File: config.mk
export PLATFORM = sky130hd
export DESIGN_NAME = dwc_ram
export DESIGN_NICKNAME = d
export VERILOG_FILES = /design/src/design/dwc_ram.sv
export SDC_FILE = /design/constraint.sdc
export NUM_CORES = 1
export LEC_CHECK = 0
export BUFFER_PORTS_ARGS = -buffer_cell sky130_fd_sc_hd__buf_2
export CORE_ASPECT_RATIO = 1.25
export CORE_MARGIN = 2
export CORE_UTILIZATION = 60
export CTS_CLUSTER_DIAMETER = 120
export DETAILED_ROUTE_END_ITERATION = 10
export GPL_ROUTABILITY_DRIVEN = 0
export PLACE_DENSITY = 0.88
export SETUP_SLACK_MARGIN = 0.2
export SLEW_MARGIN = 15
export SYNTH_ARGS = -nofsm -noshare
export SYNTH_HDL_FRONTEND = slang
export SYNTH_SLANG_ARGS = --single-unit
File: constraint.sdc
create_clock -name clk -period 3 [get_ports clk]
set_input_delay 0.45 -clock clk [delete_from_list [all_inputs] [get_ports clk]]
set_output_delay 0.45 -clock clk [all_outputs]
set_load 0.01 [all_outputs]
File: src/design/dwc_ram.sv
// generic single write, single read ram with registered read
module dwc_ram #(
    parameter int WIDTH = 8,
    parameter int DEPTH = 64
) (
    input  logic                     clk,
    input  logic                     we,
    input  logic [$clog2(DEPTH)-1:0] waddr,
    input  logic [WIDTH-1:0]         wdata,
    input  logic                     re,
    input  logic [$clog2(DEPTH)-1:0] raddr,
    output logic [WIDTH-1:0]         rdata
);

    logic [WIDTH-1:0] mem [DEPTH];
    logic [WIDTH-1:0] rdata_reg;

    // write port
    always_ff @(posedge clk)
    begin
        if (we)
            mem[waddr] <= wdata;
    end

    // read port, old data on a same-address write
    always_ff @(posedge clk)
    begin
        if (re)
            rdata_reg <= mem[raddr];
    end

    assign rdata = rdata_reg;

endmodule

==> impl_table.tex <==
\begin{tabular}{lr}
\hline
Metric & Value \\
\hline
\multicolumn{2}{l}{\textbf{Timing}} \\
\quad Total negative setup slack & 0 ns \\
\quad Setup Skew & 0.0184 ns \\
\quad Fin worst setup slack & 0.753 ns \\
\quad Worst Max-Slew Pin Slew & 1.21 ns \\
\quad Final Cycle Share & 74.9\% \\
\quad Final-report hold violation count & 0 \\
\quad RSZ-0062 raised after global routing & no \\
\quad Worst slew margin relative to its limit & 19.1\% \\
\quad Number of pins exceeding their max-slew limit in the final report & 0 \\
\quad Setup Viol. Count Final & 0 \\
\quad Shortest clock period the worst path allows after layout & 2.25 ns \\
\quad Highest Clock Rate & 445 MHz \\
\multicolumn{2}{l}{\textbf{Run}} \\
\quad Max-cap violation count & 0 \\
\multicolumn{2}{l}{\textbf{Route}} \\
\quad Total Wirelength & 46.8 mm \\
\quad DR iter-0 viols & 1720 \\
\quad Number of optimization iterations in the first detailed-route pass & 6 \\
\quad Post-detailed-route DRC marker count & 0 \\
\quad Detailed-route vias per instance & 6.94 \\
\quad Routed via count & 10500 \\
\quad Number of nets with antenna violations after detailed routing & 0 \\
\quad Post-DR wirelength/cell & 30.8 um \\
\multicolumn{2}{l}{\textbf{Synth}} \\
\quad Synth Net Count & 963 \\
\quad Count of different cell masters after synthesis & 39 \\
\quad Sequential area share after synthesis & 77.1\% \\
\quad Share of synthesized flip-flops with an asynchronous set or reset & 0\% \\
\quad Average footprint of a synthesized cell & 21.5 um2 \\
\quad Flip-flop and latch count after synthesis & 520 \\
\quad Leading register cell type out of synthesis & sky130\_fd\_sc\_hd\_\_edfxtp\_1 \\
\quad Netlist area before placement & 0.0202 mm2 \\
\quad Ys Warns & 0 \\
\quad EDFF count, synth & 520 \\
\quad Number of instances in the synthesized netlist & 940 \\
\multicolumn{2}{l}{\textbf{Die}} \\
\quad Die Width & 168 um \\
\quad Overall die height & 209 um \\
\quad Total I/O pin count & 31 \\
\quad Row cnt & 75 \\
\quad Starting Density & 60.6\% \\
\quad Core region area & 0.0334 mm2 \\
\quad Full die area & 0.0352 mm2 \\
\multicolumn{2}{l}{\textbf{Pwr}} \\
\quad Pleak & 7.30 nW \\
\quad Proportion of total power due to net switching & 20.5\% \\
\quad Worst vdd rail ir drop & 0.444 mV \\
\quad Gate power share & 5.3\% \\
\quad Relative contribution of the clock network to total power & 39.0\% \\
\quad Sequential group share of total power & 55.7\% \\
\quad PwrDens & 635 mW/mm2 \\
\quad Cell Int Power & 0.0115 W \\
\quad Psw & 0.00298 W \\
\multicolumn{2}{l}{\textbf{Setup path}} \\
\quad Critical Path Start & raddr[0] \\
\quad Endpoint type of the worst setup path & register \\
\quad Data arrival time at the worst-slack endpoint & 2.55 ns \\
\quad Required time of the critical path & 3.30 ns \\
\quad Worst reg2reg startpoint & mem[21][4] \\
\quad Worst Setup Path Type & primary input to register \\
\quad Category of the worst setup path launch point & primary input \\
\quad Maximum fanout along the worst path & 30 \\
\multicolumn{2}{l}{\textbf{Layout}} \\
\quad Area of the multi-input gates & 0.00432 mm2 \\
\quad P\&R area growth vs syn & 12.8\% \\
\quad Largest register FFs & 512 \\
\quad Area used by sequential logic in the layout & 0.0156 mm2 \\
\quad Fraction of final layout cells with drive strength greater than 1 & 30.0\% \\
\quad Total Nets Final & 1085 \\
\quad Final standard cell area without fillers & 0.0228 mm2 \\
\quad Filler cells & 1840 \\
\multicolumn{2}{l}{\textbf{Global routing}} \\
\quad Global router's overall resource usage & 27.1\% \\
\quad Vias in the first global route & 10600 \\
\quad Remaining Overflow, GRT & 0 \\
\quad Pin count of the biggest net entering global routing & 69 \\
\quad First-pass GRT wire length & 69.3 mm \\
\quad Initial antenna violation count & 3 \\
\multicolumn{2}{l}{\textbf{Placement}} \\
\quad Final HPWL DP & 27.9 mm \\
\quad Worst setup timing slack at the placement stage & 0.197 ns \\
\quad Placed inst area & 0.0214 mm2 \\
\quad IO buf count & 30 \\
\multicolumn{2}{l}{\textbf{Outcome}} \\
\quad Result of the run & completed \\
\multicolumn{2}{l}{\textbf{Clock network}} \\
\quad Clock network latency to the later pin of the worst-skew pair & 0.56 ns \\
\quad Clock Sink Count & 520 \\
\quad CTS tree & done \\
\quad Gates resized, CTS repair & 0 \\
\quad H-tree lvl count & 2 \\
\quad Clock Pin Slew Worst Setup and Hold Paths & 0.07 ns \\
\quad Number of setup buffers added after CTS & 0 \\
\quad Number of buffers between clock root and the deepest sink & 3 \\
\quad Clock Root Buffer & sky130\_fd\_sc\_hd\_\_clkbuf\_16 \\
\quad Hold buffer count at cts & 0 \\
\quad TritonCTS Buffers & 45 \\
\multicolumn{2}{l}{\textbf{Hold path}} \\
\quad Hold Crit Start & re \\
\quad Classification of the worst-slack hold path & primary input to register \\
\hline
\end{tabular}
-- routing by layer --
layer | global-route usage, % | part of all wire (%) | vias to the layer above
li1 | - | - | 4169
met1 | 35.7 | 34 | 5367
met2 | 45.6 | 51 | 833
met3 | 4.94 | 10 | 167
met4 | 11.0 | 4.7 | 0
met5 | 0 | 0 | -
-- cell usage after synthesis, types with 3 or more instances --
master | number | area [um2]
sky130_fd_sc_hd__a211oi_1 | 4 | 30.0
sky130_fd_sc_hd__a21oi_1 | 3 | 15.0
sky130_fd_sc_hd__a221oi_1 | 6 | 52.6
sky130_fd_sc_hd__a22oi_1 | 3 | 22.5
sky130_fd_sc_hd__buf_1 | 4 | 15.0
sky130_fd_sc_hd__buf_2 | 11 | 55.1
sky130_fd_sc_hd__buf_4 | 13 | 97.6
sky130_fd_sc_hd__buf_6 | 4 | 45.0
sky130_fd_sc_hd__clkbuf_1 | 17 | 63.8
sky130_fd_sc_hd__edfxtp_1 | 520 | 15600
sky130_fd_sc_hd__mux2_2 | 13 | 146
sky130_fd_sc_hd__mux2i_1 | 23 | 230
sky130_fd_sc_hd__mux4_2 | 126 | 2840
sky130_fd_sc_hd__nand2_1 | 19 | 71.3
sky130_fd_sc_hd__nand2b_1 | 7 | 43.8
sky130_fd_sc_hd__nand3_1 | 13 | 65.1
sky130_fd_sc_hd__nand3b_1 | 3 | 22.5
sky130_fd_sc_hd__nor2_1 | 83 | 312
sky130_fd_sc_hd__nor2b_1 | 14 | 87.6
sky130_fd_sc_hd__nor3_1 | 7 | 35.0
sky130_fd_sc_hd__o2111ai_1 | 3 | 26.3
sky130_fd_sc_hd__o221ai_1 | 8 | 70.1
sky130_fd_sc_hd__o22ai_1 | 8 | 50.1
sky130_fd_sc_hd__o2bb2ai_1 | 3 | 26.3
-- through the flow --
step / utilization [%] / instances / hold slack [ns] / total power [W]
2_1_floorplan: - / 940 / 0.549 / 0.00866
3_3_place_gp: 64.2 / 1438 / 0.819 / 0.00894
3_5_place_dp: 64.2 / 1438 / 0.826 / 0.00898
4_1_cts: 68.3 / 1514 / 0.247 / 0.0145
5_1_grt: 68.3 / 1514 / 0.258 / 0.0148
6_report: 68.4 / 1518 / 0.267 / 0.0145
-- power by group through the flow --
stage | clock [W] | combinational, W | sequential [W]
4_1_cts | 0.00569 | 0.000766 | 0.00808
3_3_place_gp | 0 | 0.000717 | 0.00823
3_5_place_dp | 0 | 0.000748 | 0.00823
5_1_grt | 0.00593 | 0.000809 | 0.00808
6_report | 0.00566 | 0.000774 | 0.00808
2_1_floorplan | 0 | 0.000429 | 0.00823
-- critical path, cell delays in order --
cell                       delay, ns
sky130_fd_sc_hd__clkbuf_8       0.31
sky130_fd_sc_hd__buf_12         0.30
sky130_fd_sc_hd__mux4_2         0.56
sky130_fd_sc_hd__mux4_2         0.47
sky130_fd_sc_hd__nor2_1         0.25
sky130_fd_sc_hd__o32ai_1        0.14
-- area by class of cell --
class	instances	share of cell area (%)
sequential	520	68.4
multi-input combinational	369	18.9
antenna	4	0.0438
clock inverter	22	1.03
tap	423	2.32
timing repair buffer	126	4.28
clock buffer	54	5.08
-- worst paths after layout --
check	endpoint	slack [ns]	cells after the start
worst max-delay path	rdata[6]	0.75	6
worst min-delay path	rdata[2]	0.27	1
worst max register to register	rdata[4]	0.77	5
worst min register to register	rdata[6]	0.94	3
-- cells by family (layout without fill, tap and decap cells) --
kind of cell	count (synthesis)	after routing	share of synthesized area, %
flops	520	520	77.1
buf+inv	51	202	1.56
mux	162	162	15.9
compound gates	54	54	2.06
other cells	0	4	0
simple gates	153	153	3.37
-- cells in the final DEF (no fill, tap or decap), types with 4 or more instances in the layout --
cell,n
sky130_fd_sc_hd__nor3_1,7
sky130_fd_sc_hd__nor2_1,83
sky130_fd_sc_hd__clkinv_2,7
sky130_fd_sc_hd__buf_2,25
sky130_fd_sc_hd__clkbuf_1,9
sky130_fd_sc_hd__nand3_1,13
sky130_fd_sc_hd__buf_4,93
sky130_fd_sc_hd__clkinv_1,7
sky130_fd_sc_hd__edfxtp_1,520
sky130_fd_sc_hd__buf_12,7
sky130_fd_sc_hd__a211oi_1,4
sky130_fd_sc_hd__diode_2,4
sky130_fd_sc_hd__mux2_2,13
sky130_fd_sc_hd__o221ai_1,8
sky130_fd_sc_hd__nor2b_1,14
sky130_fd_sc_hd__mux4_2,126
sky130_fd_sc_hd__nand2b_1,7
sky130_fd_sc_hd__clkbuf_16,45
sky130_fd_sc_hd__o22ai_1,8
sky130_fd_sc_hd__nand2_1,19
sky130_fd_sc_hd__mux2i_1,23
sky130_fd_sc_hd__a221oi_1,6
sky130_fd_sc_hd__bufinv_16,5
Power figures use the tool's default switching activity.
