File: config.mk
export PLATFORM = sky130hd
export DESIGN_NAME = dwc_mac
export DESIGN_NICKNAME = d
export VERILOG_FILES = /design/src/design/dwc_pkg.sv /design/src/design/dwc_mac.sv
export SDC_FILE = /design/constraint.sdc
export NUM_CORES = 2
export LEC_CHECK = 0
export CAP_MARGIN = 20
export CORE_UTILIZATION = 40
export DETAILED_ROUTE_END_ITERATION = 8
export DONT_BUFFER_PORTS = 1
export PLACE_DENSITY = 0.59
export RECOVER_POWER = 25
export SLEW_MARGIN = 15
export SYNTH_ARGS = -nofsm -noshare
export SYNTH_HDL_FRONTEND = slang
export SYNTH_SLANG_ARGS = --single-unit
File: constraint.sdc
create_clock -name clk -period 6.3 [get_ports clk]
set_input_delay 0.945 -clock clk [delete_from_list [all_inputs] [get_ports clk]]
set_output_delay 0.945 -clock clk [all_outputs]
set_load 0.02 [all_outputs]
File: src/design/dwc_pkg.sv
// shared constants, types and helpers for the depthwise 3x3 convolution block
package dwc_pkg;

    localparam int MAX_WIDTH    = 256;
    localparam int MAX_CHANNELS = 64;
    localparam int MAX_HEIGHT   = 1024;
    localparam int TAPS         = 9;
    localparam int MAX_STRIDE   = 8;

    localparam int COL_W   = $clog2(MAX_WIDTH);
    localparam int CH_W    = $clog2(MAX_CHANNELS);
    localparam int ROW_W   = $clog2(MAX_HEIGHT);
    localparam int MOD_W   = $clog2(MAX_STRIDE);
    localparam int LINE_AW = COL_W + CH_W;
    localparam int CW_W    = 48;
    localparam int PROD_W  = 16;
    localparam int SUM_W   = 20;
    localparam int ACC_W   = 34;

    // input word function codes
    localparam logic [1:0] FUNC_WEIGHT = 2'd0;
    localparam logic [1:0] FUNC_BIAS   = 2'd1;
    localparam logic [1:0] FUNC_PIXEL  = 2'd2;

    // configuration register indexes
    localparam logic [1:0] CFG_HEIGHT = 2'd0;
    localparam logic [1:0] CFG_WIDTH  = 2'd1;
    localparam logic [1:0] CFG_CHANS  = 2'd2;
    localparam logic [1:0] CFG_STRIDE = 2'd3;

    typedef struct packed {
        logic [10:0] height;
        logic [8:0]  width;
        logic [6:0]  chans;
        logic [3:0]  stride;
    } cfg_t;

    typedef struct packed {
        logic [ROW_W-1:0] r;
        logic [COL_W-1:0] col;
        logic [CH_W-1:0]  ch;
        logic [ROW_W-1:0] oh;
        logic [COL_W-1:0] ow;
        logic             emit;
        logic             last;
    } pos_t;

    typedef struct packed {
        logic [ROW_W-1:0] row;
        logic [COL_W-1:0] col;
        logic [CH_W-1:0]  chan;
        logic             last;
    } meta_t;

    typedef struct packed {
        logic signed [7:0] value;
        meta_t             meta;
    } res_t;

    function automatic logic [10:0] sat_height(input logic [10:0] v);
        logic [10:0] r;
        if (v < 11'd3)
            r = 11'd3;
        else if (v > 11'(MAX_HEIGHT))
            r = 11'(MAX_HEIGHT);
        else
            r = v;
        return r;
    endfunction

    function automatic logic [8:0] sat_width(input logic [8:0] v);
        logic [8:0] r;
        if (v < 9'd3)
            r = 9'd3;
        else if (v > 9'(MAX_WIDTH))
            r = 9'(MAX_WIDTH);
        else
            r = v;
        return r;
    endfunction

    function automatic logic [6:0] sat_chans(input logic [6:0] v);
        logic [6:0] r;
        if (v < 7'd1)
            r = 7'd1;
        else if (v > 7'(MAX_CHANNELS))
            r = 7'(MAX_CHANNELS);
        else
            r = v;
        return r;
    endfunction

    function automatic logic [3:0] sat_stride(input logic [3:0] v);
        logic [3:0] r;
        if (v < 4'd1)
            r = 4'd1;
        else if (v > 4'(MAX_STRIDE))
            r = 4'(MAX_STRIDE);
        else
            r = v;
        return r;
    endfunction

endpackage

File: src/design/dwc_mac.sv
// nine-tap multiply, sum, bias add and clamp pipeline
module dwc_mac (
    input  logic           clk,
    input  logic           rst_n,
    input  logic           en,
    input  logic           in_valid,
    input  logic [71:0]    win,
    input  logic [71:0]    wts,
    input  logic [31:0]    bias,
    input  dwc_pkg::meta_t meta,
    output logic           out_valid,
    output dwc_pkg::res_t  res
);

    logic signed [dwc_pkg::PROD_W-1:0] prod_reg [dwc_pkg::TAPS];
    logic signed [31:0]                bias2_reg, bias3_reg;
    dwc_pkg::meta_t                    meta2_reg, meta3_reg, meta4_reg;
    logic                              v2_reg, v3_reg, v4_reg;
    logic signed [dwc_pkg::SUM_W-1:0]  sum_next, sum_reg;
    logic signed [dwc_pkg::ACC_W-1:0]  acc;
    logic signed [7:0]                 val_next, val_reg;

    // products
    always_ff @(posedge clk)
    begin
        if (en)
        begin
            for (int k = 0; k < dwc_pkg::TAPS; k++)
                prod_reg[k] <= $signed(win[8*k +: 8]) * $signed(wts[8*k +: 8]);
            bias2_reg <= $signed(bias);
            meta2_reg <= meta;
        end
    end

    // product sum
    always_comb
    begin
        sum_next = '0;
        for (int k = 0; k < dwc_pkg::TAPS; k++)
            sum_next = sum_next + dwc_pkg::SUM_W'(prod_reg[k]);
    end

    always_ff @(posedge clk)
    begin
        if (en)
        begin
            sum_reg   <= sum_next;
            bias3_reg <= bias2_reg;
            meta3_reg <= meta2_reg;
        end
    end

    // bias add and clamp
    always_comb
    begin
        acc = dwc_pkg::ACC_W'(bias3_reg) + dwc_pkg::ACC_W'(sum_reg);
        if (acc > 34'sd127)
            val_next = 8'sd127;
        else if (acc < -34'sd128)
            val_next = -8'sd128;
        else
            val_next = acc[7:0];
    end

    always_ff @(posedge clk)
    begin
        if (en)
        begin
            val_reg   <= val_next;
            meta4_reg <= meta3_reg;
        end
    end

    // stage valids
    always_ff @(posedge clk or negedge rst_n)
    begin
        if (!rst_n)
        begin
            v2_reg <= 1'b0;
            v3_reg <= 1'b0;
            v4_reg <= 1'b0;
        end
        else if (en)
        begin
            v2_reg <= in_valid;
            v3_reg <= v2_reg;
            v4_reg <= v3_reg;
        end
    end

    assign out_valid  = v4_reg;
    assign res.value  = val_reg;
    assign res.meta   = meta4_reg;

endmodule

==> flow_metrics.env <==
export IMPL_outcome="finished, final reports clean"
export IMPL_antenna_found_initial=3
export IMPL_core_um2=90400
export IMPL_route_detailed_drc=0
export IMPL_multiInputGateArea_um2=23800
export IMPL_wl_met2_mm=38.3
export IMPL_hold_viol=0
export IMPL_cts_max_level=2
export IMPL_fmax_ghz=0.186
export IMPL_worst_slew_pin_slew_ns=0.881
export IMPL_syn_num_nets=4556
export IMPL_max_slew_margin_pct=41.3
export IMPL_ant_nets=0
export IMPL_worstPathMaxFanout=3
export IMPL_synth_edf_count=311
export IMPL_yosysWarningCount=0
export IMPL_route_met3_wl_mm=3.39
export IMPL_regToRegSetupSlack_ns=0.92
export IMPL_portBuffers=0
export IMPL_post_cts_buffers=0
export IMPL_post_cts_resized=0
export IMPL_cts_sinks=314
export IMPL_cp_arrival_ns=5.68
export IMPL_drtIter0Drc=997
export IMPL_fillers=8660
export IMPL_cts_tree="yes"
export IMPL_grt_total_usage_pct=17.5
export IMPL_gp_congestion=0.850
export IMPL_grt_overflow_total=0
export IMPL_syn_to_final_growth_pct=7.31
export IMPL_layout_min_cycle_time_ns=5.38
export IMPL_synthFlopType="edfxtp_1"
export IMPL_synthArstFlopShare_pct=0.955
export IMPL_clk_path_buf_depth=3
export IMPL_largest_reg_flops=144
export IMPL_grt_pass1_vias=23588
export IMPL_cap_viol_max_count=0
export IMPL_seq_area_um2=9410
export IMPL_stdcell_area_um2=39400
export IMPL_setup_viol=0
export IMPL_critPathKind="reg2reg"
export IMPL_postPlaceCellArea_um2=38100
export IMPL_nNetsFinal=4585
export IMPL_drive_above_1_share_pct=2.15
export IMPL_rsz0062_at_grt="no"
export IMPL_ioPinCount=239
export IMPL_grt_pass1_wl_mm=127
export IMPL_routed_top_layer="met5"
export IMPL_ys_types=66
export IMPL_holdBufCountCts=0
export IMPL_drt_total_wl_mm=77.3
export IMPL_clk_latency_ns=0.57
export IMPL_start_kind="flip-flop"
export IMPL_period_share_pct=85.3
export IMPL_numCtsBuffers=38
export IMPL_crit_required_ns=6.60
export IMPL_die_w_um=305
export IMPL_ys_seq_elements=314
export IMPL_cts_root_buf="clkbuf_16"
export IMPL_worstHoldPathType="in2async"
export IMPL_hpwl_mm=65.1
export IMPL_end_kind="flip-flop"
export IMPL_row_count=110
export IMPL_viasPerCell=4.74
export IMPL_wl_met1_mm=33.7
export IMPL_ys_seq_area_share_pct=25.7
export IMPL_drv_slew=0
export IMPL_synth_avg_cell_area_um2=10.7
export IMPL_grt_max_degree=315
export IMPL_synth_cells=3427
export IMPL_syn_area_um2=36700
export IMPL_tns_ns=0
export IMPL_start_util_pct=40.6
export IMPL_die_area_um2=92900
export IMPL_clk_pin_slew_ns=0.06
export IMPL_dieHeight_um=305
export IMPL_wl_per_cell_um=16.6
export IMPL_drt_pass1_iterations=5
export IMPL_vias=22071
export IMPL_finClkSkew_ns=0.0186
-- placed cells by master, fill, tap and decap left out, drive strengths merged, types with 5 or more instances in the layout --
| master | Yosys | final |
|---|---|---|
| edfxtp | 311 | 311 |
| xor2 | 21 | 21 |
| a31oi | 5 | 5 |
| and2 | 381 | 381 |
| clkbuf | 5 | 45 |
| nand2 | 196 | 196 |
| nor3 | 30 | 30 |
| nand2b | 35 | 35 |
| a21boi | 18 | 18 |
| nor4 | 11 | 11 |
| nand4 | 7 | 7 |
| ha | 313 | 313 |
| nand3 | 15 | 15 |
| nor2b | 15 | 15 |
| a21o | 27 | 27 |
| o31ai | 5 | 5 |
| o21ai | 88 | 88 |
| inv | 904 | 905 |
| clkinv | 0 | 17 |
| a21oi | 73 | 73 |
| a211oi | 8 | 8 |
| o21a | 13 | 13 |
| xnor2 | 153 | 153 |
| o21bai | 6 | 6 |
| fa | 611 | 611 |
| o211ai | 7 | 7 |
| nor2 | 113 | 113 |
| and3 | 8 | 8 |
-- worst paths after layout --
path                                to            start  cells after the start
max                        sum_reg[18]  prod_reg[0][98]                     18
min                             v2_reg            rst_n                      0
max reg2reg                sum_reg[18]  prod_reg[0][98]                     18
min reg2reg                    res[14]    meta3_reg[14]                      0
max in group asynchronous    out_valid            rst_n                      0
min in group clk               res[14]    meta3_reg[14]                      0
-- cells by family after synthesis --
logic type | after synthesis | synth area share [%]
buffers and inverters | 915 | 9.39
and+or+nand+nor | 820 | 11.8
AOI/OAI and AO/OA | 276 | 4.83
DFF | 314 | 25.7
muxes | 4 | 0.123
xor gates and xnor gates | 174 | 4.16
adders and majority gates | 924 | 44.0
-- cells in the mapped netlist, types with 17 or more instances --
library cell  instances  area, um^2
a21oi_1              72         360
nand2_1             196         736
a21o_1               27         203
nor3_1               30         150
inv_1               904        3390
edfxtp_1            311        9340
nand2b_1             35         219
a21boi_0             17         128
and2_1              381        2380
o21ai_0              78         390
fa_1                611       12200
xnor2_1             153        1340
xor2_1               21         184
ha_1                313        3920
nor2_1              113         424
-- metal layers --
layer	global-route usage (%)	vias up
li1	-	10585
met1	22.8	11078
met2	30.1	325
met3	2.87	81
met4	4.38	2
met5	0	-
-- stage by stage --
step | hold WS [ns] | setup WS [ns] | instances | utilization (%)
final | 0.0719 | 0.924 | 4661 | 43.5
after global routing | 0.0293 | 0.450 | 4661 | 43.5
after CTS | 0.0239 | 0.903 | 4660 | 43.5
after detailed placement | 0.405 | 0.900 | 4592 | 42.1
after global placement | 0.400 | 1.01 | 4592 | 42.1
after floorplan | 0.400 | 1.26 | 3427 | -
-- area by class of cell --
class,count,area share (%)
Multi-Input combinational cell,2198,60.5
Tap cell,1176,3.74
Clock inverter,23,0.712
Inverter,904,8.62
Antenna cell,1,0.00636
Sequential cell,314,23.9
Clock buffer,45,2.48
-- worst max-delay path, stage by stage, from the launching register on --
cell and delay, ns:
edfxtp_1 0.40, fa_1 0.60, fa_1 0.45, fa_1 0.54, inv_1 0.05, fa_1 0.47, inv_1 0.04, ha_1 0.21
fa_1 0.46, a21o_1 0.17, a21oi_1 0.21, nor2b_1 0.07, o21a_1 0.18, nor3_1 0.28, o31ai_1 0.14, o21ai_0 0.40
o2111ai_1 0.16, a21oi_1 0.20, xnor2_1 0.09
Power is not shown: default switching activity piles up to over one toggle a cycle in this logic, so the estimate is an artifact.
