--- src/design/dwc_pkg.sv ---
// shared constants, types and helpers for the depthwise 3x3 convolution block
package dwc_pkg;

    localparam int MAX_WIDTH    = 256;
    localparam int MAX_CHANNELS = 64;
    localparam int MAX_HEIGHT   = 1024;
    localparam int TAPS         = 9;
    localparam int MAX_STRIDE   = 8;

    localparam int COL_W   = $clog2(MAX_WIDTH);
    localparam int CH_W    = $clog2(MAX_CHANNELS);
    localparam int ROW_W   = $clog2(MAX_HEIGHT);
    localparam int MOD_W   = $clog2(MAX_STRIDE);
    localparam int LINE_AW = COL_W + CH_W;
    localparam int CW_W    = 48;
    localparam int PROD_W  = 16;
    localparam int SUM_W   = 20;
    localparam int ACC_W   = 34;

    // input word function codes
    localparam logic [1:0] FUNC_WEIGHT = 2'd0;
    localparam logic [1:0] FUNC_BIAS   = 2'd1;
    localparam logic [1:0] FUNC_PIXEL  = 2'd2;

    // configuration register indexes
    localparam logic [1:0] CFG_HEIGHT = 2'd0;
    localparam logic [1:0] CFG_WIDTH  = 2'd1;
    localparam logic [1:0] CFG_CHANS  = 2'd2;
    localparam logic [1:0] CFG_STRIDE = 2'd3;

    typedef struct packed {
        logic [10:0] height;
        logic [8:0]  width;
        logic [6:0]  chans;
        logic [3:0]  stride;
    } cfg_t;

    typedef struct packed {
        logic [ROW_W-1:0] r;
        logic [COL_W-1:0] col;
        logic [CH_W-1:0]  ch;
        logic [ROW_W-1:0] oh;
        logic [COL_W-1:0] ow;
        logic             emit;
        logic             last;
    } pos_t;

    typedef struct packed {
        logic [ROW_W-1:0] row;
        logic [COL_W-1:0] col;
        logic [CH_W-1:0]  chan;
        logic             last;
    } meta_t;

    typedef struct packed {
        logic signed [7:0] value;
        meta_t             meta;
    } res_t;

    function automatic logic [10:0] sat_height(input logic [10:0] v);
        logic [10:0] r;
        if (v < 11'd3)
            r = 11'd3;
        else if (v > 11'(MAX_HEIGHT))
            r = 11'(MAX_HEIGHT);
        else
            r = v;
        return r;
    endfunction

    function automatic logic [8:0] sat_width(input logic [8:0] v);
        logic [8:0] r;
        if (v < 9'd3)
            r = 9'd3;
        else if (v > 9'(MAX_WIDTH))
            r = 9'(MAX_WIDTH);
        else
            r = v;
        return r;
    endfunction

    function automatic logic [6:0] sat_chans(input logic [6:0] v);
        logic [6:0] r;
        if (v < 7'd1)
            r = 7'd1;
        else if (v > 7'(MAX_CHANNELS))
            r = 7'(MAX_CHANNELS);
        else
            r = v;
        return r;
    endfunction

    function automatic logic [3:0] sat_stride(input logic [3:0] v);
        logic [3:0] r;
        if (v < 4'd1)
            r = 4'd1;
        else if (v > 4'(MAX_STRIDE))
            r = 4'(MAX_STRIDE);
        else
            r = v;
        return r;
    endfunction

endpackage

--- src/design/dwc_if.sv ---


interface dwc_out_if;
    logic              valid;
    logic              ready;
    logic signed [7:0] output_value;
    logic [9:0]        out_row;
    logic [7:0]        out_col;
    logic [5:0]        out_channel;
    logic              last_of_frame;

    modport source (output valid, output_value, out_row, out_col, out_channel,
                    last_of_frame, input ready);
    modport sink (input valid, output_value, out_row, out_col, out_channel,
                  last_of_frame, output ready);
endinterface

--- src/design/dwc_ofifo.sv ---
// two-word output queue that decouples the pipeline from the receiver
module dwc_ofifo (
    input  logic          clk,
    input  logic          rst_n,
    input  logic          push,
    input  dwc_pkg::res_t wdata,
    output logic          room,
    dwc_out_if.source     res_out
);

    dwc_pkg::res_t mem_reg [2];
    logic          wptr_reg, rptr_reg;
    logic [1:0]    count_reg, count_next;
    logic          pop;

    assign pop  = res_out.valid && res_out.ready;
    assign room = count_reg != 2'd2;

    // storage
    always_ff @(posedge clk)
    begin
        if (push)
            mem_reg[wptr_reg] <= wdata;
    end

    // pointers and fill level
    always_comb
    begin
        count_next = count_reg;
        if (push && !pop)
            count_next = count_reg + 2'd1;
        else if (pop && !push)
            count_next = count_reg - 2'd1;
    end

    always_ff @(posedge clk or negedge rst_n)
    begin
        if (!rst_n)
        begin
            wptr_reg  <= 1'b0;
            rptr_reg  <= 1'b0;
            count_reg <= '0;
        end
        else
        begin
            if (push)
                wptr_reg <= ~wptr_reg;
            if (pop)
                rptr_reg <= ~rptr_reg;
            count_reg <= count_next;
        end
    end

    // output word
    assign res_out.valid         = count_reg != 2'd0;
    assign res_out.output_value  = mem_reg[rptr_reg].value;
    assign res_out.out_row       = mem_reg[rptr_reg].meta.row;
    assign res_out.out_col       = mem_reg[rptr_reg].meta.col;
    assign res_out.out_channel   = mem_reg[rptr_reg].meta.chan;
    assign res_out.last_of_frame = mem_reg[rptr_reg].meta.last;

    property p_no_overflow;
        @(posedge clk) disable iff (!rst_n) push |-> (count_reg != 2'd2) || pop;
    endproperty
    a_no_overflow: assert property (p_no_overflow) else $error("output queue overflow");

endmodule

--- src/flat_wrapper.sv ---
// flat-port wrapper written by rule: the top's interface ports become plain ports
module dwc_ofifo_flat 
  (clk, rst_n, push, wdata, room, res_out_valid, res_out_output_value, res_out_out_row, res_out_out_col, res_out_out_channel, res_out_last_of_frame, res_out_ready);
  dwc_out_if res_out_i ();
  input  logic clk;
  input  logic rst_n;
  input  logic push;
  input  dwc_pkg::res_t wdata;
  output logic room;
  output wire logic [$bits(res_out_i.valid)-1:0] res_out_valid;
  output wire logic [$bits(res_out_i.output_value)-1:0] res_out_output_value;
  output wire logic [$bits(res_out_i.out_row)-1:0] res_out_out_row;
  output wire logic [$bits(res_out_i.out_col)-1:0] res_out_out_col;
  output wire logic [$bits(res_out_i.out_channel)-1:0] res_out_out_channel;
  output wire logic [$bits(res_out_i.last_of_frame)-1:0] res_out_last_of_frame;
  input wire logic [$bits(res_out_i.ready)-1:0] res_out_ready;
  assign res_out_valid = res_out_i.valid;
  assign res_out_output_value = res_out_i.output_value;
  assign res_out_out_row = res_out_i.out_row;
  assign res_out_out_col = res_out_i.out_col;
  assign res_out_out_channel = res_out_i.out_channel;
  assign res_out_last_of_frame = res_out_i.last_of_frame;
  assign res_out_i.ready = res_out_ready;
  dwc_ofifo u_core (.clk(clk), .rst_n(rst_n), .push(push), .wdata(wdata), .room(room), .res_out(res_out_i));
endmodule
--- config.mk ---
export PLATFORM = sky130hd
export DESIGN_NAME = dwc_ofifo_flat
export DESIGN_NICKNAME = d
export VERILOG_FILES = /design/src/design/dwc_pkg.sv /design/src/design/dwc_if.sv /design/src/design/dwc_ofifo.sv /design/src/flat_wrapper.sv
export SDC_FILE = /design/constraint.sdc
export NUM_CORES = 1
export LEC_CHECK = 0
export ABC_AREA = 1
export BUFFER_PORTS_ARGS = -buffer_cell sky130_fd_sc_hd__buf_2
export CORE_MARGIN = 1
export CORE_UTILIZATION = 25
export CTS_BUF_LIST = sky130_fd_sc_hd__clkbuf_4 sky130_fd_sc_hd__clkbuf_8
export DETAILED_ROUTE_END_ITERATION = 8
export GPL_TIMING_DRIVEN = 0
export PLACE_DENSITY = 0.46
export SYNTH_ARGS = -nofsm -noshare
export SYNTH_HDL_FRONTEND = slang
export SYNTH_SLANG_ARGS = --single-unit
export TNS_END_PERCENT = 5
--- constraint.sdc ---
create_clock -name clk -period 2.3 [get_ports clk]
set_clock_uncertainty 0.15 [all_clocks]
set_input_delay 0.46 -clock clk [delete_from_list [all_inputs] [get_ports clk]]
set_output_delay 0.46 -clock clk [all_outputs]
set_load 0.01 [all_outputs]
==> summary.md <==
| Metric | Value |
|---|---|
| First-pass GRT wire length | `7700 µm` |
| I/O Buffers | `71` |
| Crit-path max FO | `10` |
| Placed cells | `408` |
| Worst Setup End Kind | `output pin` |
| Synth Cell Area | `2710 µm²` |
| CTS root buffer | `clkbuf_8` |
| CP Launch Type | `register` |
| Main synth FF type | `edfxtp_1` |
| Synth Area in Compound Gates | `0%` |
| Final-report setup violation count | `0` |
| Multiplexer area fraction after synthesis | `0%` |
| Worst Tran Pin Value | `between 700 and 800 ps` |
| Syn. warnings | `0` |
| Die width | `106 µm` |
| Site row count | `37` |
| Worst reg-to-reg setup slack | `between 600 and 700 ps` |
| Max incr delay on CP | `about 370 ps` |
| Top delay family on crit path | `buffers and inverters` |
| Vias | `1659` |
| Max layer used | `met4` |
| Pins Over Slew Limit | `0` |
| Full die area | `11300 µm²` |
| Layout cell share with drive strength beyond 1 | `38.1%` |
| Max transition margin | `46.9%` |
| Ports | `72` |
| Post-synth EDFFs | `66` |
| Syn_nets | `238` |
| Final worst setup slack | `about 350 ps` |
| Number of remaining DRC errors | `0` |
| # fillers | `between 1000 and 1500` |
| Final wirelength | `around 5100 µm` |
| Clock sinks | `70` |
| Final net count | `322` |
| H-tree depth | `3` |
| Peak VDD IR | `0.000389 V` |
| Met2 WL post-DR | `2470 µm` |
| Pre-antenna DRT Iters | `4` |
| Non-filler instance count after layout | `425` |
| Routability Congestion | `0.716` |
| Clock Latency Late Sink | `340 ps` |
| Initial antenna violation count | `0` |
| DR iter-0 viols | `47` |
| CP cell instances | `buf_6, inv_8, buf_6, nand2_1, nand2_1, buf_2` |
| Clock Tree Buf Depth | `2` |
| Hold WC Path Type | `in -> reg` |
| Vias in the first global route | `1535` |
| Post-synthesis simple-gate area fraction | `~17%` |
| Commonest cells after routing, fill and taps aside | `nand2_1 (94), buf_2 (71), edfxtp_1 (66)` |
| CTS tree | `done` |
| Commonest non-fill, non-tap cell in the layout | `nand2_1` |
| DR WL met3 | `249 µm` |
| Power density over cell area | `1240 nW/µm²` |
| Synth Register Bits | `70` |
| Count of different cell masters after synthesis | `15` |
| WL met1 | `2330 µm` |
| Number of flip-flops in the largest register | `between 60 and 70` |
| Ys async rst share | `between 5 and 6%` |
| Tot GR Track Use | `9.72%` |
| Fmax | `512 MHz` |
| Via/cell ratio | `3.90` |
| Buf/Inv on CP | `4` |
| Post-Syn Instances | `200` |
| Setup bufs post-CTS | `0` |
| Largest net degree at the start of global routing | `34` |
| Final Hold Fails | `0` |
| Die Ht | `106 µm` |
| Seq/Total Area, Yosys | `76.9%` |
| Post-DP HPWL | `3240 µm` |
| Post-synthesis xor/xnor area fraction | `0.647%` |
| RSZ-0062 raised after global routing | `false` |
| Minimum clock period | `1950 ps` |
| Total power | `around 0.0043 W` |
| Clk slew on worst S/H paths | `70 ps` |
| CP max-delay cell | `dfrtp_1` |
| WP data arrival | `1340 ps` |
| GRT Residual Overflow | `0` |
| Initial Util | `26.0%` |
| Syn Area/Cell | `13.5 µm²` |
| DRT antenna net count | `0` |
| Max Cap Violations | `0` |
| Drt wl/cell | `12.0 µm` |
| Largest family of logic cells by synthesized area | `simple AND/OR/NAND/NOR gates` |
| Adder-Cell Fraction of Synth Area | `0.462%` |
| CORE AREA | `10400 µm²` |
| Status | `completed` |
| Area grow syn2layout | `28.7%` |
| Placement Setup Slack | `453 ps` |
| CTS buffer count | `9` |
| WP data required | `1690 ps` |
| Lkg Pwr | `1.50 nW` |
| WS Path Type | `reg -> out` |
| Final worst-path cycle share | `84.9%` |
| Diode count | `0` |
cell type report:
class | instances | area, µm² | share of cell area [%]
timing repair buffer | 73 | 393 | 11.3
clock inverter | 6 | 76.3 | 2.19
buffer | 7 | 95.1 | 2.73
tap | 136 | 170 | 4.88
multi-input combinational | 116 | 504 | 14.5
inverter | 7 | 33.8 | 0.969
sequential | 70 | 2080 | 59.7
clock buffer | 10 | 131 | 3.77
metal layers:
metal,up-vias,global-route usage [%]
met5,-,0
met4,0,4.76
met2,51,15.7
met3,6,4.11
met1,769,11.0
li1,833,-
repair_timing:
action / in CTS / in global routing
hold buffers: 1 / 0
hold endpoints to repair: 4 / 0
resized for setup: 0 / 0
cells by family after synthesis:
family	Yosys count
AND/OR/NAND/NOR	113
flip-flops	70
buffers and inverters	14
XOR/XNOR	2
adder cells (fa/ha/maj)	1
worst paths after layout:
path                                    endpoint  cells past startpoint                start
setup / recovery              res_out_out_row[2]                      6      u_core.rptr_reg
hold / removal             u_core.mem_reg[0][27]                      1            wdata[27]
setup reg to reg           u_core.mem_reg[1][13]                      2      u_core.wptr_reg
hold reg to reg              u_core.count_reg[1]                      2  u_core.count_reg[1]
max in group asynchronous        u_core.rptr_reg                      2                rst_n
min in group asynchronous        u_core.wptr_reg                      2                rst_n
synth_stat cells (2+ instances only):
master    count  area, µm²
nand2_1      94        353
edfxtp_1     66       1980
nand2_2      15       93.8
inv_1         6       22.5
dfrtp_1       4        100
buf_6         3       33.8
clkbuf_8      3       41.3
nand3_1       2       10.0
report_power, final:
group | internal [W] | leakage [nW] | total [W] | switching (W)
clock | 0.000610 | 0.106 | 0.00105 | 0.000440
sequential | 0.00170 | 0.667 | 0.00178 | 0.0000768
combinational | 0.000590 | 0.727 | 0.00150 | 0.000906
total | 0.00290 | 1.50 | 0.00432 | 0.00142
stage by stage:
step / instance area, µm² / util [%] / setup TNS, ps / hold slack (ps)
6_report: 3490 / 33.5 / 0 / 153
5_1_grt: 3490 / 33.5 / 0 / 123
4_1_cts: 3490 / 33.5 / 0 / 129
3_5_place_dp: 3270 / 31.4 / 0 / 128
3_3_place_gp: 3240 / 31.1 / -13880 / 124
2_1_floorplan: 2710 / - / 0 / 14.4
Power figures use the tool's default switching activity.
