==> config.mk <==
export PLATFORM = sky130hd
export DESIGN_NAME = dwc_seq
export DESIGN_NICKNAME = d
export VERILOG_FILES = /design/src/design/dwc_pkg.sv /design/src/design/dwc_seq.sv
export SDC_FILE = /design/constraint.sdc
export NUM_CORES = 1
export LEC_CHECK = 0
export ABC_AREA = 0
export ABC_CLOCK_PERIOD_IN_PS = 3200
export BUFFER_PORTS_ARGS = -buffer_cell sky130_fd_sc_hd__buf_2
export CORE_UTILIZATION = 58
export CTS_CLUSTER_SIZE = 20
export DETAILED_ROUTE_END_ITERATION = 6
export PLACE_DENSITY_LB_ADDON = 0.05
export SYNTH_ARGS = -nofsm -noshare
export SYNTH_HDL_FRONTEND = slang
export SYNTH_SLANG_ARGS = --single-unit
export TNS_END_PERCENT = 50
==> constraint.sdc <==
create_clock -name clk -period 3.2 [get_ports clk]
set_input_delay 0 -clock clk [delete_from_list [all_inputs] [get_ports clk]]
set_output_delay 0 -clock clk [all_outputs]
set_load 0.05 [all_outputs]
==> src/design/dwc_pkg.sv <==
// shared constants, types and helpers for the depthwise 3x3 convolution block
package dwc_pkg;

    localparam int MAX_WIDTH    = 256;
    localparam int MAX_CHANNELS = 64;
    localparam int MAX_HEIGHT   = 1024;
    localparam int TAPS         = 9;
    localparam int MAX_STRIDE   = 8;

    localparam int COL_W   = $clog2(MAX_WIDTH);
    localparam int CH_W    = $clog2(MAX_CHANNELS);
    localparam int ROW_W   = $clog2(MAX_HEIGHT);
    localparam int MOD_W   = $clog2(MAX_STRIDE);
    localparam int LINE_AW = COL_W + CH_W;
    localparam int CW_W    = 48;
    localparam int PROD_W  = 16;
    localparam int SUM_W   = 20;
    localparam int ACC_W   = 34;

    // input word function codes
    localparam logic [1:0] FUNC_WEIGHT = 2'd0;
    localparam logic [1:0] FUNC_BIAS   = 2'd1;
    localparam logic [1:0] FUNC_PIXEL  = 2'd2;

    // configuration register indexes
    localparam logic [1:0] CFG_HEIGHT = 2'd0;
    localparam logic [1:0] CFG_WIDTH  = 2'd1;
    localparam logic [1:0] CFG_CHANS  = 2'd2;
    localparam logic [1:0] CFG_STRIDE = 2'd3;

    typedef struct packed {
        logic [10:0] height;
        logic [8:0]  width;
        logic [6:0]  chans;
        logic [3:0]  stride;
    } cfg_t;

    typedef struct packed {
        logic [ROW_W-1:0] r;
        logic [COL_W-1:0] col;
        logic [CH_W-1:0]  ch;
        logic [ROW_W-1:0] oh;
        logic [COL_W-1:0] ow;
        logic             emit;
        logic             last;
    } pos_t;

    typedef struct packed {
        logic [ROW_W-1:0] row;
        logic [COL_W-1:0] col;
        logic [CH_W-1:0]  chan;
        logic             last;
    } meta_t;

    typedef struct packed {
        logic signed [7:0] value;
        meta_t             meta;
    } res_t;

    function automatic logic [10:0] sat_height(input logic [10:0] v);
        logic [10:0] r;
        if (v < 11'd3)
            r = 11'd3;
        else if (v > 11'(MAX_HEIGHT))
            r = 11'(MAX_HEIGHT);
        else
            r = v;
        return r;
    endfunction

    function automatic logic [8:0] sat_width(input logic [8:0] v);
        logic [8:0] r;
        if (v < 9'd3)
            r = 9'd3;
        else if (v > 9'(MAX_WIDTH))
            r = 9'(MAX_WIDTH);
        else
            r = v;
        return r;
    endfunction

    function automatic logic [6:0] sat_chans(input logic [6:0] v);
        logic [6:0] r;
        if (v < 7'd1)
            r = 7'd1;
        else if (v > 7'(MAX_CHANNELS))
            r = 7'(MAX_CHANNELS);
        else
            r = v;
        return r;
    endfunction

    function automatic logic [3:0] sat_stride(input logic [3:0] v);
        logic [3:0] r;
        if (v < 4'd1)
            r = 4'd1;
        else if (v > 4'(MAX_STRIDE))
            r = 4'(MAX_STRIDE);
        else
            r = v;
        return r;
    endfunction

endpackage

==> src/design/dwc_seq.sv <==
// raster position counters and stride grid tracking
module dwc_seq (
    input  logic          clk,
    input  logic          rst_n,
    input  logic          restart,
    input  logic          step,
    input  dwc_pkg::cfg_t cfg,
    output dwc_pkg::pos_t pos
);

    logic [dwc_pkg::ROW_W-1:0] r_reg, r_next, oh_reg, oh_next;
    logic [dwc_pkg::COL_W-1:0] col_reg, col_next, ow_reg, ow_next;
    logic [dwc_pkg::CH_W-1:0]  ch_reg, ch_next;
    logic [dwc_pkg::MOD_W-1:0] rmod_reg, rmod_next, cmod_reg, cmod_next;
    logic                      ch_wrap, col_wrap, row_wrap, rmod_wrap, cmod_wrap;

    // wrap conditions
    assign ch_wrap   = ({1'b0, ch_reg} + 7'd1) == cfg.chans;
    assign col_wrap  = ({1'b0, col_reg} + 9'd1) == cfg.width;
    assign row_wrap  = ({1'b0, r_reg} + 11'd1) == cfg.height;
    assign rmod_wrap = ({1'b0, rmod_reg} + 4'd1) == cfg.stride;
    assign cmod_wrap = ({1'b0, cmod_reg} + 4'd1) == cfg.stride;

    // current position
    always_comb
    begin
        pos.r    = r_reg;
        pos.col  = col_reg;
        pos.ch   = ch_reg;
        pos.oh   = oh_reg;
        pos.ow   = ow_reg;
        pos.emit = (r_reg >= 10'd2) && (col_reg >= 8'd2) && (rmod_reg == '0)
                   && (cmod_reg == '0);
        pos.last = pos.emit && ch_wrap
                   && (({1'b0, r_reg} + {7'd0, cfg.stride}) >= cfg.height)
                   && (({1'b0, col_reg} + {5'd0, cfg.stride}) >= cfg.width);
    end

    // next position
    always_comb
    begin
        r_next    = r_reg;
        col_next  = col_reg;
        ch_next   = ch_reg;
        oh_next   = oh_reg;
        ow_next   = ow_reg;
        rmod_next = rmod_reg;
        cmod_next = cmod_reg;
        if (restart)
        begin
            r_next    = '0;
            col_next  = '0;
            ch_next   = '0;
            oh_next   = '0;
            ow_next   = '0;
            rmod_next = '0;
            cmod_next = '0;
        end
        else if (step)
        begin
            if (!ch_wrap)
                ch_next = ch_reg + 6'd1;
            else
            begin
                ch_next = '0;
                if (!col_wrap)
                begin
                    col_next = col_reg + 8'd1;
                    if (col_reg >= 8'd2)
                    begin
                        cmod_next = cmod_wrap ? '0 : cmod_reg + 3'd1;
                        ow_next   = cmod_wrap ? ow_reg + 8'd1 : ow_reg;
                    end
                    else
                    begin
                        cmod_next = '0;
                        ow_next   = '0;
                    end
                end
                else
                begin
                    col_next  = '0;
                    cmod_next = '0;
                    ow_next   = '0;
                    if (row_wrap)
                    begin
                        r_next    = '0;
                        rmod_next = '0;
                        oh_next   = '0;
                    end
                    else
                    begin
                        r_next = r_reg + 10'd1;
                        if (r_reg >= 10'd2)
                        begin
                            rmod_next = rmod_wrap ? '0 : rmod_reg + 3'd1;
                            oh_next   = rmod_wrap ? oh_reg + 10'd1 : oh_reg;
                        end
                        else
                        begin
                            rmod_next = '0;
                            oh_next   = '0;
                        end
                    end
                end
            end
        end
    end

    // counter registers
    always_ff @(posedge clk or negedge rst_n)
    begin
        if (!rst_n)
        begin
            r_reg    <= '0;
            col_reg  <= '0;
            ch_reg   <= '0;
            oh_reg   <= '0;
            ow_reg   <= '0;
            rmod_reg <= '0;
            cmod_reg <= '0;
        end
        else
        begin
            r_reg    <= r_next;
            col_reg  <= col_next;
            ch_reg   <= ch_next;
            oh_reg   <= oh_next;
            ow_reg   <= ow_next;
            rmod_reg <= rmod_next;
            cmod_reg <= cmod_next;
        end
    end

endmodule

==> results of run 1 <==
-- cell families (layout without fill, tap and decap cells) --
group           count (synthesis)  after routing  synth area share
compound gates                158            158             0.242
mux                             7              7            0.0151
fa+ha+maj                      41             41             0.112
xor+xnor                       43             43            0.0797
buf+inv                        83            160            0.0712
flops                          48             48             0.254
simple gates                  197            197             0.226
-- final timing paths --
| path | startpoint | end | slack [ns] | cells past startpoint |
|---|---|---|---|---|
| max | r_reg[0]$_DFFE_PN0P_ | pos[0] | -0.07 | 16 |
| min | restart | ch_reg[3]$_DFFE_PN0P_ | 0.04 | 2 |
| max reg2reg | ch_reg[0]$_DFFE_PN0P_ | oh_reg[0]$_DFFE_PN0P_ | 0.18 | 8 |
| min reg2reg | ow_reg[7]$_DFFE_PN0P_ | ow_reg[7]$_DFFE_PN0P_ | 0.50 | 1 |
| max in group asynchronous | rst_n | r_reg[0]$_DFFE_PN0P_ | 2.16 | 3 |
| min in group asynchronous | rst_n | r_reg[6]$_DFFE_PN0P_ | 0.25 | 2 |
-- worst reg2reg max path: stages, from the launching register on --
cell,delay [ns]
dfrtp_1,0.46
ha_1,0.34
nor2b_1,0.18
nor3_1,0.29
o311ai_1,0.18
a2111oi_4,0.54
a41oi_4,0.28
nor3_2,0.48
mux2_2,0.24
-- Yosys cell counts (all sizes together), types with 15 or more instances --
cell	instances	area [um^2]
a21oi	19	98.9
and3	18	113
buf	17	88.8
dfrtp	48	1200
ha	39	488
inv	54	203
nand2	32	120
nand2b	15	93.8
nand3	25	125
nor2	28	108
nor2b	19	119
o21ai	44	224
xnor2	28	245
xor2	15	131
-- repair_timing --
item / 4_1_cts / 5_1_grt
setup buffers: 3 / 0
endpoints found under the hold margin: 24 / 0
resized for setup: 7 / 3
setup endpoints to repair: 1 / 1
pin swaps: 9 / 4
cloned: 0 / 0
hold buffers: 1 / 0
-- per-layer routing --
layer / vias to the layer above / part of all wire
li1: 2243 / -
met1: 2259 / 0.44
met2: 147 / 0.49
met3: 20 / 0.049
met4: 0 / 0.020
met5: - / 0
-- power by group through the flow --
| stage | logic [mW] | registers [mW] | clock network (mW) |
|---|---|---|---|
| final | 0.721 | 0.686 | 0.485 |
| after global routing | 0.790 | 0.693 | 0.505 |
| after CTS | 0.712 | 0.686 | 0.488 |
| after detailed placement | 0.697 | 0.697 | 0 |
| after global placement | 0.675 | 0.696 | 0 |
| after floorplan | 0.429 | 0.752 | 0 |
-- layout by cell type (no fill, tap or decap), drive strengths merged, types with 9 or more instances in the layout --
cell type	count
a22o	13
a21oi	19
nor3	13
nand2	32
o21ai	44
xnor2	28
ha	39
nor2b	19
nand3	25
buf	97
nand2b	15
nor2	28
nor4	9
dfrtp	48
inv	54
and3	18
a21o	11
nand4	12
xor2	15
-- layout make-up --
cell class                 count  share of cell area
sequential                    48               0.219
multi-input combinational    446               0.594
inverter                      54              0.0368
timing repair buffer          98               0.105
clock inverter                 2             0.00705
clock buffer                   6              0.0150
tap                          102              0.0232
==> results.yml, run 1 <==
clock_tree:
  tritoncts: "done"
  h-tree-depth: 2
  cts_max_path_buffers: 2
  clockRootBuffer: "clkbuf_8"
  cts_sinks: 48
  clock_latency_ns: 0.31
  cts.clk_slew.worst_paths_ns: 0.10
  cts_made_buffers: 5
placed_design:
  place_congestion: 0.928
  hpwl_um: 9360
  post-place-ws_ns: 0.0405
  place_inst: 745
  io_buffers: 78
  place_area_um2: 5310
setup_path:
  cp_data_arrival_time_ns: 3.27
  criticalPathCategory: "reg -> out"
  cpMaxStageDelayCell: "dfrtp_4"
  start_kind: "flip-flop"
  cp_max_fo: 2
  cp.required_ns: 3.20
  worstPathCellList: "ha_4, inv_1, fa_2, nor2b_2, o21ai_1, nand2b_1, and2_4, buf_4, xor2_1, ha_1, nand3_2, nor4_2, o21a_1, a2111oi_4, a221oi_4, buf_6"
  path_buf_inv: 3
  cp_slowest_stage_delay_ns: 0.50
  end_kind: "output port"
  critPathTopFamily: "compound AO/OA/AOI/OAI gates"
global_routing:
  grt.overflow.total: 0
  gr-usage-met2: 0.497
  grt_max_degree: 26
  gr-usage-met1: 0.387
  antenna_found_initial: 0
  busiest_layer: "met2"
  use_met3: 0.0398
  grt_pass1_vias: 4341
  grt.total_usage: 0.293
  grt_pass1_wl_um: 20200
worst_hold_path:
  hp-class: "in -> reg"
cells_and_area:
  finalNonFillerCells: 756
  utilization: 0.705
  multi_input_area_um2: 3270
  syn2layout_area_growth_pct: 16.5
  drive_gt1_frac: 0.203
  nFillCells: 622
  antennaDiodeCount: 0
  final_area_um2: 5500
  fin_nets: 729
  seq_area_um2: 1210
drt:
  wl_per_cell_um: 16.3
  drtPass1Iterations: 5
  via_per_inst: 6.18
  drc: 0
  vias: 4669
  wirelength_um: 12300
  first_iter_violations: 226
  antenna_left: 0
timing:
  slew_headroom: 0.484
  finalHoldViolations: 0
  hold_slack_ns: 0.0399
  setup_tns_ns: -0.0700
  post-route-period-util: 1.02
  fmax_mhz: 306
  timing.final.ws_setup_ns: -0.0700
  setup_viol: 1
  tightest_slew_ns: 0.768
  rsz0062_at_grt: "yes"
  fin_worst_skew_ns: 0.00616
  report.final.slew_viol_count: 0
  period_needed_ns: 3.27
synth:
  ys_seq_area_frac: 0.254
  netlist_area_um2: 4720
  syn_area_per_cell_um2: 8.19
  async_flop_share: 1.00
  ys_warn_count: 0
  ys_ff_latch: 48
  synth_cell_type_count: 71
  synth_nets: 653
  synth_ff_type: "dfrtp_1"
  netlist_instances: 577
  synth_edf_count: 0
die:
  die_w_um: 92.3
  ios: 79
  num_rows: 32
  core_area_um2: 7810
  start_util: 0.605
  die_h_um: 92.3
  dieArea_um2: 8510
power:
  finalPower_mw: 1.89
  power_frac_comb: 0.381
  p_switching_uw: 727
  p_leak_nw: 2.66
  power_per_cell_area_nw_per_um2: 344
  ir_drop_mv: 0.226
  swShare: 0.384
  power_frac_seq: 0.363
  internal-power_mw: 1.16
  clkPwrFrac: 0.256
run_status:
  violations: "negative setup slack"
  status: "finished, violations left"
run:
  max_cap_viol_count: 0
Note: power is estimated with default switching activity, not from simulation.
==> run 2, diff against run 1 <==
Settings changed: CORE_UTILIZATION 58 to 45.
==> results.yml, run 2 (synthesized netlist as in run 1, its figures left out) <==
drt:
  wl_per_cell_um: 15.6
  first_iter_violations: 219
  vias: 4527
  drc: 0
  antenna_left: 0
  via_per_inst: 5.67
  drtPass1Iterations: 5
  wirelength_um: 12400
cells_and_area:
  seq_area_um2: 1210
  final_common_cell: "buf_2"
  multi_input_area_um2: 3270
  drive_gt1_frac: 0.215
  utilization: 0.545
  syn2layout_area_growth_pct: 18.1
  nFillCells: 1040
  layout_common_cells: "77 x buf_2, 53 x inv_1, 46 x dfrtp_1"
  antennaDiodeCount: 0
  fin_nets: 737
clock_tree:
  cts.clk_slew.worst_paths_ns: 0.10
  cts_sinks: 48
  cts_made_buffers: 5
  tritoncts: "done"
  h-tree-depth: 2
  clockRootBuffer: "clkbuf_8"
  clock_latency_ns: 0.31
  cts_max_path_buffers: 2
setup_path:
  criticalPathCategory: "reg -> out"
  end_kind: "output port"
  start_kind: "flip-flop"
  cp.required_ns: 3.20
  cp_max_fo: 2
  cp_data_arrival_time_ns: 3.22
die:
  num_rows: 37
  ios: 79
  die_w_um: 104
  dieArea_um2: 10900
  die_h_um: 104
  start_util: 0.462
  core_area_um2: 10200
power:
  power_per_cell_area_nw_per_um2: 322
  finalPower_mw: 1.79
  ir_drop_mv: 0.194
  p_leak_nw: 2.69
placed_design:
  io_buffers: 78
  post-place-ws_ns: 0.0385
  place_congestion: 0.893
  hpwl_um: 9590
timing:
  post-route-period-util: 1.01
  timing.final.ws_setup_ns: -0.0171
  period_needed_ns: 3.22
  tightest_slew_ns: 0.788
  fin_worst_skew_ns: 0.0147
  setup_tns_ns: -0.0171
  slew_headroom: 0.475
  finalHoldViolations: 0
  rsz0062_at_grt: "yes"
  setup_viol: 1
  fmax_mhz: 311
  hold_slack_ns: 0.0450
  report.final.slew_viol_count: 0
global_routing:
  grt_pass1_vias: 4267
  grt.overflow.total: 0
  antenna_found_initial: 0
  grt_pass1_wl_um: 20900
  grt.total_usage: 0.235
  grt_max_degree: 34
run:
  max_cap_viol_count: 0
run_status:
  status: "finished, violations left"
  violations: "negative setup slack"
worst_hold_path:
  hp-class: "in -> reg"
run 2: changes by cell type in the layout (fill, tap and decap cells not counted), sizes merged:
cell / before / now
buf: 97 / 105
bufinv: 1 / 0
clkinvlp: 0 / 1
run 2: worst max-delay path, cell delays in order (launching register included):
cell and delay, ns:
dfrtp_4 0.50, ha_4 0.16, inv_2 0.05, fa_2 0.21, nor2b_1 0.05, o21ai_1 0.11, nand2b_1 0.10, buf_4 0.14
buf_4 0.13, xnor2_2 0.12, ha_1 0.30, nand2_2 0.06, nor4_2 0.23, o21a_1 0.20, a2111oi_4 0.05, a221oi_4 0.28
buf_6 0.19
run 2: final timing paths:
check                                             from                     end  slack (ns)  depth (start not counted)
worst max-delay path              r_reg[0]$_DFFE_PN0P_                  pos[0]       -0.02                         16
worst min-delay path                           restart   ch_reg[4]$_DFFE_PN0P_        0.04                          2
worst max register to register  col_reg[0]$_DFFE_PN0P_   oh_reg[0]$_DFFE_PN0P_        0.19                          9
worst min register to register   ow_reg[7]$_DFFE_PN0P_   ow_reg[7]$_DFFE_PN0P_        0.51                          1
max in group asynchronous                        rst_n  col_reg[7]$_DFFE_PN0P_        2.16                          3
min in group asynchronous                        rst_n   oh_reg[5]$_DFFE_PN0P_        0.31                          2
run 2: cell type report:
type | instances | share of cell area
well taps | 136 | 0.0305
clock inverters | 2 | 0.00291
clock buffers | 6 | 0.0130
multi-input cells | 446 | 0.587
inverters | 54 | 0.0363
flip-flops and latches | 48 | 0.216
repair buffers | 106 | 0.114
run 2: metrics by stage:
stage	instances	instance area (um^2)
final	798	5580
after global routing	798	5580
after CTS	798	5580
after detailed placement	785	5400
after global placement	785	5400
after floorplan	577	4770
run 2: metal layers:
metal	vias up	wire [um]	GRT usage
met2	95	5840	0.391
met5	-	0	0
met1	2145	5840	0.315
met4	0	226	0.0653
li1	2271	-	-
met3	16	539	0.0351
run 2: power by group:
group,internal (mW),leakage (nW),switching (mW)
logic,0.281,1.99,0.444
clock network,0.156,0.0414,0.231
registers,0.636,0.658,0.0471
run 2: timing repair:
item,4_1_cts,5_1_grt
hold buffers,1,0
pin swaps,13,9
setup buffers,6,0
gates resized for setup,11,1
setup endpoints to repair,1,1
hold endpoints to repair,32,0
==> run 3, diff against run 2 <==
Settings changed: SKIP_CTS_REPAIR_TIMING from default to 1.
==> results.yml, run 3 (synthesized netlist as in run 1, its figures left out) <==
drt:
  first_iter_violations: 200
  via_per_inst: 5.68
  antenna_left: 0
  drc: 0
  wl_per_cell_um: 15.7
  wirelength_um: 12500
  vias: 4524
  drtPass1Iterations: 5
die:
  dieArea_um2: 10900
  ios: 79
  num_rows: 37
  core_area_um2: 10200
  start_util: 0.462
  die_h_um: 104
  die_w_um: 104
clock_tree:
  h-tree-depth: 2
  cts_sinks: 48
  cts_max_path_buffers: 2
  cts_made_buffers: 5
  clock_latency_ns: 0.31
  cts.clk_slew.worst_paths_ns: 0.10
  clockRootBuffer: "clkbuf_8"
  tritoncts: "done"
power:
  p_leak_nw: 2.69
  power_frac_seq: 0.381
  power_per_cell_area_nw_per_um2: 320
  power_frac_comb: 0.403
  clkPwrFrac: 0.216
  p_switching_uw: 722
  swShare: 0.403
  internal-power_mw: 1.07
  ir_drop_mv: 0.193
cells_and_area:
  antennaDiodeCount: 0
  layout_common_cells: "77 x buf_2, 53 x inv_1, 46 x dfrtp_1"
  syn2layout_area_growth_pct: 18.5
  fin_nets: 735
  final_common_cell: "buf_2"
  drive_gt1_frac: 0.212
global_routing:
  antenna_found_initial: 0
  grt.overflow.total: 0
  grt_max_degree: 34
  grt.total_usage: 0.232
  grt_pass1_vias: 4194
  grt_pass1_wl_um: 20700
placed_design:
  io_buffers: 78
  place_congestion: 0.893
  post-place-ws_ns: 0.0385
  hpwl_um: 9590
timing:
  report.final.slew_viol_count: 0
  fmax_mhz: 301
  setup_tns_ns: -0.123
  period_needed_ns: 3.32
  finalHoldViolations: 0
  slew_headroom: 0.470
  timing.final.ws_setup_ns: -0.123
  fin_worst_skew_ns: 0.0146
  setup_viol: 1
  tightest_slew_ns: 0.796
  post-route-period-util: 1.04
  rsz0062_at_grt: "yes"
setup_path:
  start_kind: "flip-flop"
  startpoint: "r_reg[0]$_DFFE_PN0P_"
  timing.rr.start: "col_reg[0]$_DFFE_PN0P_"
  cp_slowest_stage_delay_ns: 0.50
  worstPathCellList: "ha_4, inv_2, fa_2, nor2b_1, o21ai_1, nand2b_1, and2_4, buf_4, xor2_1, ha_1, nand3_4, nor4_4, o21a_1, a2111oi_4, a221oi_4, buf_6"
  cp_data_arrival_time_ns: 3.32
  criticalPathCategory: "reg -> out"
  cp_max_fo: 3
  cp.required_ns: 3.20
  end_kind: "output port"
  cpMaxStageDelayCell: "dfrtp_4"
worst_hold_path:
  hp-class: "in -> reg"
  min_from: "restart"
run_status:
  status: "finished, violations left"
  violations: "negative setup slack"
run:
  max_cap_viol_count: 0
==> run 3: metrics by stage <==
| step | util | instances | cell area, um^2 | power (mW) | hold WS (ns) |
|---|---|---|---|---|---|
| 6_report | 0.547 | 796 | 5600 | 1.79 | 0.0437 |
| 5_1_grt | 0.547 | 796 | 5600 | 1.92 | 0.0627 |
| 4_1_cts | 0.536 | 793 | 5480 | 1.79 | -0.210 |
| 3_5_place_dp | 0.527 | 785 | 5400 | 1.40 | 0.133 |
| 3_3_place_gp | 0.527 | 785 | 5400 | 1.39 | 0.135 |
| 2_1_floorplan | - | 577 | 4770 | 1.18 | -0.296 |
==> run 3: critical path, delay by kind of cell, from the launching register on <==
kind | cells | cell delay (ns)
DFF | 1 | 0.50
AOI/OAI and AO/OA | 4 | 0.67
buffers and inverters | 3 | 0.37
adders and majority gates | 3 | 0.68
xor gates and xnor gates | 1 | 0.14
and+or+nand+nor | 5 | 0.65
==> run 3: final cells by class <==
class | instances | area, um^2
clock buffer | 6 | 72.6
clock inverter | 2 | 16.3
fill | 1037 | 4630
inverter | 54 | 203
multi-input combinational | 446 | 3310
sequential | 48 | 1210
tap | 136 | 170
timing repair buffer | 104 | 623
==> run 3: per-layer routing <==
metal	vias up	track usage	part of all wire
li1	2266	-	-
met2	101	0.384	0.47
met5	-	0	0
met4	0	0.0612	0.016
met3	12	0.0326	0.047
met1	2145	0.316	0.46
==> run 3: power by group through the flow <==
stage	Sequential (mW)	Clock, mW	Combinational [mW]
floorplan	0.752	0	0.429
global placement	0.694	0	0.694
detailed placement	0.695	0	0.701
CTS	0.682	0.402	0.705
global route	0.689	0.423	0.807
finish	0.683	0.386	0.722
==> run 3: path summary, 6_finish.rpt <==
path,cells past startpoint,slack [ns],to
max in group asynchronous,3,2.15,col_reg[7]$_DFFE_PN0P_
worst min-delay path,2,0.04,ch_reg[4]$_DFFE_PN0P_
worst max register to register,9,0.21,oh_reg[0]$_DFFE_PN0P_
worst min register to register,1,0.51,ow_reg[7]$_DFFE_PN0P_
worst max-delay path,16,-0.12,pos[0]
min in group asynchronous,2,0.31,oh_reg[5]$_DFFE_PN0P_
